--- config.mk ---
export PLATFORM = sky130hd
export DESIGN_NAME = led_matrix_frame_buffer
export DESIGN_NICKNAME = d
export VERILOG_FILES = /design/src/rtl/lmfb_pkg.sv /design/src/rtl/lmfb_cmd_reg.sv /design/src/rtl/lmfb_update.sv /design/src/rtl/led_matrix_frame_buffer.sv
export SDC_FILE = /design/constraint.sdc
export NUM_CORES = 1
export LEC_CHECK = 0
export BUFFER_PORTS_ARGS = -buffer_cell sky130_fd_sc_hd__buf_4
export CORE_UTILIZATION = 40
export DETAILED_ROUTE_END_ITERATION = 8
export RECOVER_POWER = 100
export SLEW_MARGIN = 20
export SYNTH_ARGS = -nofsm -noshare
export SYNTH_HDL_FRONTEND = slang
export SYNTH_SLANG_ARGS = --single-unit
--- constraint.sdc ---
create_clock -name clock -period 4 [get_ports clock]
set_input_delay 0.8 -clock clock [delete_from_list [all_inputs] [get_ports clock]]
set_output_delay 0.8 -clock clock [all_outputs]
set_load 0.05 [all_outputs]
--- src/rtl/lmfb_pkg.sv ---
// Shared types, codes and a helper function for the LED matrix frame buffer.
`timescale 1ns / 1ps
`default_nettype none

package lmfb_pkg;

   localparam int unsigned NumRows  = 8;
   localparam int unsigned RowWidth = 8;
   localparam int unsigned CmdWidth = 24;
   localparam int unsigned FrameWidth = NumRows * RowWidth;

   typedef enum logic [2:0] {
      OP_WRITE  = 3'd0,
      OP_TOGGLE = 3'd1,
      OP_FILL   = 3'd2,
      OP_LOAD   = 3'd3,
      OP_SCROLL = 3'd4
   } op_type;

   typedef enum logic [1:0] {
      DIR_UP    = 2'd0,
      DIR_DOWN  = 2'd1,
      DIR_LEFT  = 2'd2,
      DIR_RIGHT = 2'd3
   } dir_type;

   typedef logic [RowWidth-1:0] row_type;
   typedef logic [NumRows-1:0][RowWidth-1:0] frame_type;

   typedef struct packed {
      logic [2:0] op;
      logic [2:0] col_x;
      logic [2:0] row_y;
      logic [7:0] operand_value;
      logic [7:0] row_data;
      logic [1:0] direction;
   } cmd_type;

   function automatic row_type rot_right8(input row_type v, input logic [2:0] s);
      logic [2*RowWidth-1:0] dbl;
      dbl = {v, v} >> s;
      return dbl[RowWidth-1:0];
   endfunction

endpackage

`default_nettype wire

--- src/rtl/lmfb_cmd_reg.sv ---
// Input command register with stream handshake toward the request side.
`timescale 1ns / 1ps
`default_nettype none

module lmfb_cmd_reg (
   input  wire logic             clock,
   input  wire logic             reset,
   input  wire logic             in_valid,
   output logic                  in_ready,
   input  wire lmfb_pkg::cmd_type in_cmd,
   input  wire logic             advance,
   output logic                  cmd_valid,
   output lmfb_pkg::cmd_type     cmd
);

   logic              valid_ff, valid_in;
   lmfb_pkg::cmd_type cmd_ff;

   assign in_ready  = !valid_ff || advance;
   assign cmd_valid = valid_ff;
   assign cmd       = cmd_ff;

   always_comb begin
      valid_in = valid_ff;
      if (in_ready) begin
         valid_in = in_valid;
      end
   end

   always_ff @(posedge clock) begin
      if (reset) begin
         valid_ff <= 1'b0;
      end else begin
         valid_ff <= valid_in;
      end
   end

   always_ff @(posedge clock) begin
      if (in_valid && in_ready) begin
         cmd_ff <= in_cmd;
      end
   end

endmodule

`default_nettype wire

--- src/rtl/lmfb_update.sv ---
// Next-frame logic: pixel edits, fill, row load and row or column rotation.
`timescale 1ns / 1ps
`default_nettype none

module lmfb_update (
   input  wire lmfb_pkg::frame_type frame_cur,
   input  wire lmfb_pkg::cmd_type   cmd,
   output lmfb_pkg::frame_type      frame_next
);

   lmfb_pkg::row_type   col_mask;
   lmfb_pkg::row_type   row_cur;
   lmfb_pkg::row_type   fill_row;
   lmfb_pkg::frame_type row_scroll;
   lmfb_pkg::frame_type col_scroll;
   logic [2:0]          amt;
   logic [2:0]          neg;
   logic [2:0]          row_shift;
   logic [2:0]          col_shift;

   // Logical column x lives at bit (x-1) mod 8.
   assign col_mask  = lmfb_pkg::rot_right8(lmfb_pkg::row_type'(1) << cmd.col_x, 3'd1);
   assign row_cur   = frame_cur[cmd.row_y];
   assign fill_row  = (cmd.operand_value != 8'd0) ? '1 : '0;
   assign amt       = cmd.operand_value[2:0];
   assign neg       = 3'd0 - amt;
   assign row_shift = (lmfb_pkg::dir_type'(cmd.direction) == lmfb_pkg::DIR_UP) ? amt : neg;
   assign col_shift = (lmfb_pkg::dir_type'(cmd.direction) == lmfb_pkg::DIR_LEFT) ? amt : neg;

   always_comb begin
      for (int j = 0; j < lmfb_pkg::NumRows; j++) begin
         row_scroll[j] = frame_cur[3'(j) + row_shift];
         col_scroll[j] = lmfb_pkg::rot_right8(frame_cur[j], col_shift);
      end
   end

   always_comb begin
      frame_next = frame_cur;
      unique case (cmd.op)
         lmfb_pkg::OP_WRITE: begin
            frame_next[cmd.row_y] = (cmd.operand_value != 8'd0) ? (row_cur | col_mask)
                                                                 : (row_cur & ~col_mask);
         end
         lmfb_pkg::OP_TOGGLE: begin
            frame_next[cmd.row_y] = row_cur ^ col_mask;
         end
         lmfb_pkg::OP_FILL: begin
            frame_next = {lmfb_pkg::NumRows{fill_row}};
         end
         lmfb_pkg::OP_LOAD: begin
            frame_next[cmd.row_y] = lmfb_pkg::rot_right8(cmd.row_data, 3'd1);
         end
         lmfb_pkg::OP_SCROLL: begin
            case (lmfb_pkg::dir_type'(cmd.direction))
               lmfb_pkg::DIR_UP, lmfb_pkg::DIR_DOWN: frame_next = row_scroll;
               default:                              frame_next = col_scroll;
            endcase
         end
         default: begin
            // unused codes leave the frame as is
            frame_next = frame_cur;
         end
      endcase
   end

endmodule

`default_nettype wire

--- src/rtl/led_matrix_frame_buffer.sv ---
// Top level of the 8x8 LED matrix frame buffer.
// Usage:
//   Commands arrive on the req_ stream: req_tuser carries the opcode (write
//   pixel, toggle pixel, fill, load row, scroll) and req_tdata the operands.
//   Every accepted command beat produces exactly one rsp_ beat carrying the
//   whole 64-bit frame after that command, row r in bits 8r+7 down to 8r.
//   Path: the command register loads at the accepting edge and the frame
//   and result register when that command advances, which a response stall
//   can hold off; the frame shows on rsp_ once the result register has loaded.
//   Throughput: one command per cycle while rsp_tready stays high; the frame
//   update is a single pass of pixel masks and 8-bit barrel rotators
//   between the command register and the frame register.
//   Reset: synchronous, active high; clears the frame to all dark and
//   empties both stages, so no response is pending afterward.
//   Stall: while rsp_tready is low a pending response holds; the command
//   register still takes one more beat, then req_tready drops until the
//   response is taken.
`timescale 1ns / 1ps
`default_nettype none

module led_matrix_frame_buffer (
   input  wire logic                                clock,
   input  wire logic                                reset,
   input  wire logic                                req_tvalid,
   output logic                                     req_tready,
   input  wire logic [lmfb_pkg::CmdWidth-1:0]      req_tdata,  // col_x[2:0], row_y[5:3],
                                                                // operand_value[13:6],
                                                                // row_data[21:14],
                                                                // direction[23:22]
   input  wire logic [2:0]                          req_tuser,  // op[2:0]
   output logic                                     rsp_tvalid,
   input  wire logic                                rsp_tready,
   output logic [lmfb_pkg::FrameWidth-1:0]          rsp_tdata   // frame[63:0]
);

   lmfb_pkg::cmd_type   in_cmd;
   lmfb_pkg::cmd_type   cmd;
   logic                cmd_valid;
   logic                advance;
   lmfb_pkg::frame_type frame_ff, frame_in;
   logic                rsp_valid_ff, rsp_valid_in;

   assign in_cmd.op            = req_tuser;
   assign in_cmd.col_x         = req_tdata[2:0];
   assign in_cmd.row_y         = req_tdata[5:3];
   assign in_cmd.operand_value = req_tdata[13:6];
   assign in_cmd.row_data      = req_tdata[21:14];
   assign in_cmd.direction     = req_tdata[23:22];

   // advance the pending command when the result register is free
   assign advance = cmd_valid && (!rsp_valid_ff || rsp_tready);

   lmfb_cmd_reg u_cmd_reg (
      .clock     (clock),
      .reset     (reset),
      .in_valid  (req_tvalid),
      .in_ready  (req_tready),
      .in_cmd    (in_cmd),
      .advance   (advance),
      .cmd_valid (cmd_valid),
      .cmd       (cmd)
   );

   lmfb_update u_update (
      .frame_cur  (frame_ff),
      .cmd        (cmd),
      .frame_next (frame_in)
   );

   always_comb begin
      rsp_valid_in = rsp_valid_ff;
      if (advance) begin
         rsp_valid_in = 1'b1;
      end else if (rsp_tready) begin
         rsp_valid_in = 1'b0;
      end
   end

   always_ff @(posedge clock) begin
      if (reset) begin
         rsp_valid_ff <= 1'b0;
         frame_ff     <= '0;
      end else begin
         rsp_valid_ff <= rsp_valid_in;
         if (advance) begin
            frame_ff <= frame_in;
         end
      end
   end

   assign rsp_tvalid = rsp_valid_ff;
   assign rsp_tdata  = frame_ff;

endmodule

`default_nettype wire

Word-level counts from Yosys, hierarchy flattened
Index checks and enable logic that the tools add are counted.
{"block": "totals", "regBits": 93, "in_bits": 31, "out_inout_bits": 66, "wordCells": 98}
{"block": "op_classes", "add_sub_neg": 8, "order_cmp": 10, "eq_ne": 6, "n_shift": 9, "muxes": 31, "n_bitwise": 4, "n_reduce_logical": 14}
{"op": "64-bit one-hot mux with 5 select lines", "count": 1}
{"op": "8-bit binary-select mux with 3-bit select", "count": 9}
{"op": "64-bit bitwise mux", "count": 3}
{"op": "16-bit by 3-bit right shift with 8-bit output", "count": 8}
{"op": "8-bit 2-to-1 mux", "count": 12}
{"op": "64-bit 2-to-1 mux", "count": 1}
{"op": "3-bit by 4-bit less-than comparator with 1-bit output, second input constant", "count": 9}
{"op": "8-bit demux with 3-bit select", "count": 1}
{"op": "3-bit adder, first input constant", "count": 4}
{"op": "8-bit bitwise AND", "count": 1}
{"op": "8-bit NOT", "count": 1}
{"op": "8-bit bitwise OR", "count": 1}
{"op": "8-bit nonzero test", "count": 1}
{"op": "1-bit by 3-bit << shifter with 8-bit output, first input constant", "count": 1}
{"op": "8-bit XOR", "count": 1}
{"op": "2-bit by 3-bit adder with 3-bit output, first input constant", "count": 2}
{"op": "3-bit by 2-bit equality test with 1-bit output, second input constant", "count": 2}
{"op": "3-bit 2-to-1 mux", "count": 2}
{"op": "5-bit nonzero test", "count": 1}
{"op": "1-bit by 3-bit adder with 3-bit output, first input constant", "count": 1}
{"op": "3-bit by 1-bit equality test with 1-bit output, second input constant", "count": 1}
{"op": "3-bit equality test, second input constant", "count": 1}
{"op": "3-bit by 1-bit greater-or-equal comparator with 1-bit output, second input constant", "count": 1}
{"op": "1-bit logical AND", "count": 3}
{"op": "11 further kinds", "count": 14}

Logic depth before layout (Yosys ltp)
{"block": "depth", "depth_word": 7, "mapped_depth": 19, "depth_no_buf": 11}

Cells and area by module
A second synthesis with hierarchy kept.
{"block": "unflattened", "cells_unflattened": 1633, "hier_area_um2": 13178.9}
{"module": "lmfb_update", "n_inst": 1, "cells_each": 1319, "area_each_um2": 9372.7, "seq_area_each_um2": 0.0}
{"module": "led_matrix_frame_buffer", "n_inst": 1, "cells_each": 282, "area_each_um2": 2940.3, "seq_area_each_um2": 1301.2}
{"module": "lmfb_cmd_reg", "n_inst": 1, "cells_each": 32, "area_each_um2": 865.8, "seq_area_each_um2": 830.8}

Worst setup path before layout
OpenSTA, ideal clock, no wires.
{"block": "synth_timing", "path_kind": "flip-flop to flip-flop", "from": "register u_cmd_reg.cmd_ff, in the netlist u_cmd_reg.cmd[10]", "to": "register with a tool-made name", "setup_time_ns": 0.091, "arrival_time_ns": 3.827, "required_ns": 3.909, "path_slack_ns": 0.082, "path_stages_with_launch": 19, "path_buffers": 8, "period_less_slack_ns": 3.918, "cell_sequence": "edfxtp_1 -> buf_2 -> inv_1 -> buf_2 -> buf_2 -> ha_1 -> o21ai_0 -> and2_1 -> inv_2 -> buf_2 -> buf_2 -> buf_2 -> ha_1 -> clkbuf_1 -> clkbuf_1 -> mux4_2 -> mux2i_1 -> a211o_1 -> a311oi_1"}
{"element": "start: declaration", "line_no": "lmfb_cmd_reg.sv:17", "rtl": "lmfb_pkg::cmd_type cmd_ff;"}
{"element": "start signal: assignment", "line_no": "lmfb_cmd_reg.sv:40", "rtl": "cmd_ff <= in_cmd;"}

==> results.toml <==
[clock_tree]
ctsHoldBuffers = 0
numCtsBuffers = 9
insertion_delay_ns = 0.37
cts-root-buf = "clkbuf_16"
cts_resized = 0
htreeDepth = 3
post_cts_buffers = 0
cts_tree = "yes"
cts.sinks = 93
clock_path_buffers = 2
clk_pin_slew_ns = 0.08

[setup_path]
critPathKind = "flip-flop to flip-flop"
crit_path_end_kind = "flip-flop"
crit_family = "compound AO/OA/AOI/OAI gates"
crit_path_max_fanout = 8
start_kind = "flip-flop"
crit_chain = "inv_1 > ha_1 > nor3b_1 > clkbuf_1 > a21bo_2 > o211ai_2 > a211o_1 > a311oi_1 > a31oi_1"
max_stage_delay_ns = 0.72
critPathSlowestCell = "a311oi_1"
cp_data_arrival_time_ns = 3.88
worstPathRequired_ns = 4.22
critPathBufInv = 2

[route]
drtAntennaViolNets = 0
firstDrtPassIters = 8
detail_route.iter0.violations = 1881
drcViolationCount = 0
vias = 12700
wl_per_cell_um = 34.4
avgViaCountPerCell = 7.59
finalWirelength_um = 57600

[global_route]
grt_pass1_wl_um = 81800
grt_max_degree = 120
grt-ovfl-total = 0
first_global_vias = 11400
antenna_found_initial = 1
grt_usage_pct = 39.7

[synthesis]
avgSynthCellArea_um2 = 8.87
yosysTopAreaCellShare_pct = 17.8
yosys_warnings = 0
yosys-top-cells-count = "122 x nand2_1, 106 x nor2_1, 94 x mux2i_1"
synth_area_leaders = "mux4_2 18%, dfxtp_1 12%, mux2i_1 8.4%"
ys_types = 85
ys_seq_area_share_pct = 19.0
synth_top_flop_cell = "dfxtp_1"
synth-async-reset-ratio_pct = 0
syn-num-nets = 1300
yosysMostFrequentCell = "nand2_1"
synthCells = 1267
synth-seq-cells = 93
syn_area_um2 = 11200
synth_edf_count = 27
synth_area_leader_cell = "mux4_2"

[sta]
worst_pin_slew_ns = 1.72
max_freq_mhz = 273
post-route-period-util_pct = 91.6
setup_viol = 0
hold_violations = 0
period_needed_ns = 3.66
drv_slew = 28
setup_ws_ns = 0.335
rsz0062_at_grt = "no"
timing.slew.headroom_pct = -14.9
fin_skew_ns = 0.0135
setup-tns-final_ns = 0

[worst_hold_path]
hold_class = "flip-flop to flip-flop"

[die]
pin_count = 97
die_y_um = 170
core_um2 = 27300
initial_core_util_pct = 41.2
die-area_um2 = 28800
std_cell_rows = 60
fp.dieW_um = 170

[power]
ir_drop_mv = 0.194
total_leakage_power_nw = 4.26
power_mw = 3.71
p_per_area_nw_per_um2 = 300

[cells_and_area]
fin_cells = 1673
fin_nets = 1329
drive_gt1_share_pct = 21.1
antenna_cells = 0
fillers = 2751
syn2layout_area_growth_pct = 10.2
fin_util_pct = 45.4

[job]
drv_cap = 1

[place]
pre_cts_ws_ns = 0.818
placedCellCount = 1657
port_buffers = 96
dp_hpwl_um = 39800
gp_congestion = 1.05

[run_status]
outcome = "finished, violations left"
violations = "capacitance limit, slew limit"
[tightest hold or removal path, stage by stage, from the launching register on]
cell and delay (ns):
dfxtp_1 0.35, nor2_1 0.12, nor2_1 0.04
[kinds of logic after synthesis]
group / after synthesis / synth area share (%)
AND/OR/NAND/NOR: 354 / 14.4
AO/OA/AOI/OAI: 421 / 28.1
buffers and inverters: 169 / 6.80
flip-flops: 93 / 19.0
multiplexers: 216 / 30.0
XOR/XNOR: 12 / 1.54
adder cells (fa/ha/maj): 2 / 0.223
[final timing paths]
path,from,to,slack [ns],cells after the start
min reg2reg,u_cmd_reg.cmd_valid,rsp_tvalid,0.55,2
max reg2reg,u_cmd_reg.cmd[10],flip-flop,0.34,9
max,u_cmd_reg.cmd[10],flip-flop,0.34,9
min,u_cmd_reg.cmd_valid,rsp_tvalid,0.55,2
[placed cells by master (no fill, tap or decap), types with 8 or more instances in the layout]
master	n
o22ai_1	26
o21ai_0	34
mux2_2	27
clkbuf_16	10
a21oi_1	57
a22oi_1	31
o21bai_1	18
mux2i_1	94
o221ai_1	15
nand2b_1	10
clkbuf_1	71
a211o_1	29
nand2_1	122
clkbuf_4	28
a31oi_1	21
a22o_1	9
o211ai_1	16
mux4_2	89
nor2_1	106
nor3_1	28
a211oi_1	23
edfxtp_1	27
nand3_1	35
a311oi_1	33
dfxtp_1	66
and3_1	8
buf_4	80
a221o_1	13
a221oi_1	39
[per-layer routing]
| metal | part of all wire, % | GRT usage, % |
|---|---|---|
| met2 | 40 | 54.8 |
| met3 | 15 | 13.7 |
| met1 | 37 | 51.5 |
| met5 | 0.080 | 0 |
| met4 | 8.4 | 27.7 |
[final cells by class]
cell class / count / area [um^2] / share of cell area, %
Clock buffer: 11 / 254 / 2.05
Clock inverter: 5 / 63.8 / 0.515
Inverter: 5 / 18.8 / 0.152
Multi-Input combinational cell: 1005 / 8330 / 67.2
Sequential cell: 93 / 2130 / 17.2
Tap cell: 372 / 465 / 3.76
Timing Repair Buffer: 182 / 1120 / 9.07
[stage by stage]
stage / hold slack [ns] / cell area, um^2
after global placement: 0.529 / 12400
after CTS: 0.550 / 12700
after global routing: 0.603 / 12400
final: 0.553 / 12400
after floorplan: 0.496 / 11200
after detailed placement: 0.538 / 12400
[where the power goes]
group	switching, mW	internal [mW]	total [mW]
clock	0.462	0.532	0.994
combinational	1.03	0.525	1.55
sequential	0.139	1.03	1.16
Note: power is estimated with default switching activity, not from simulation.
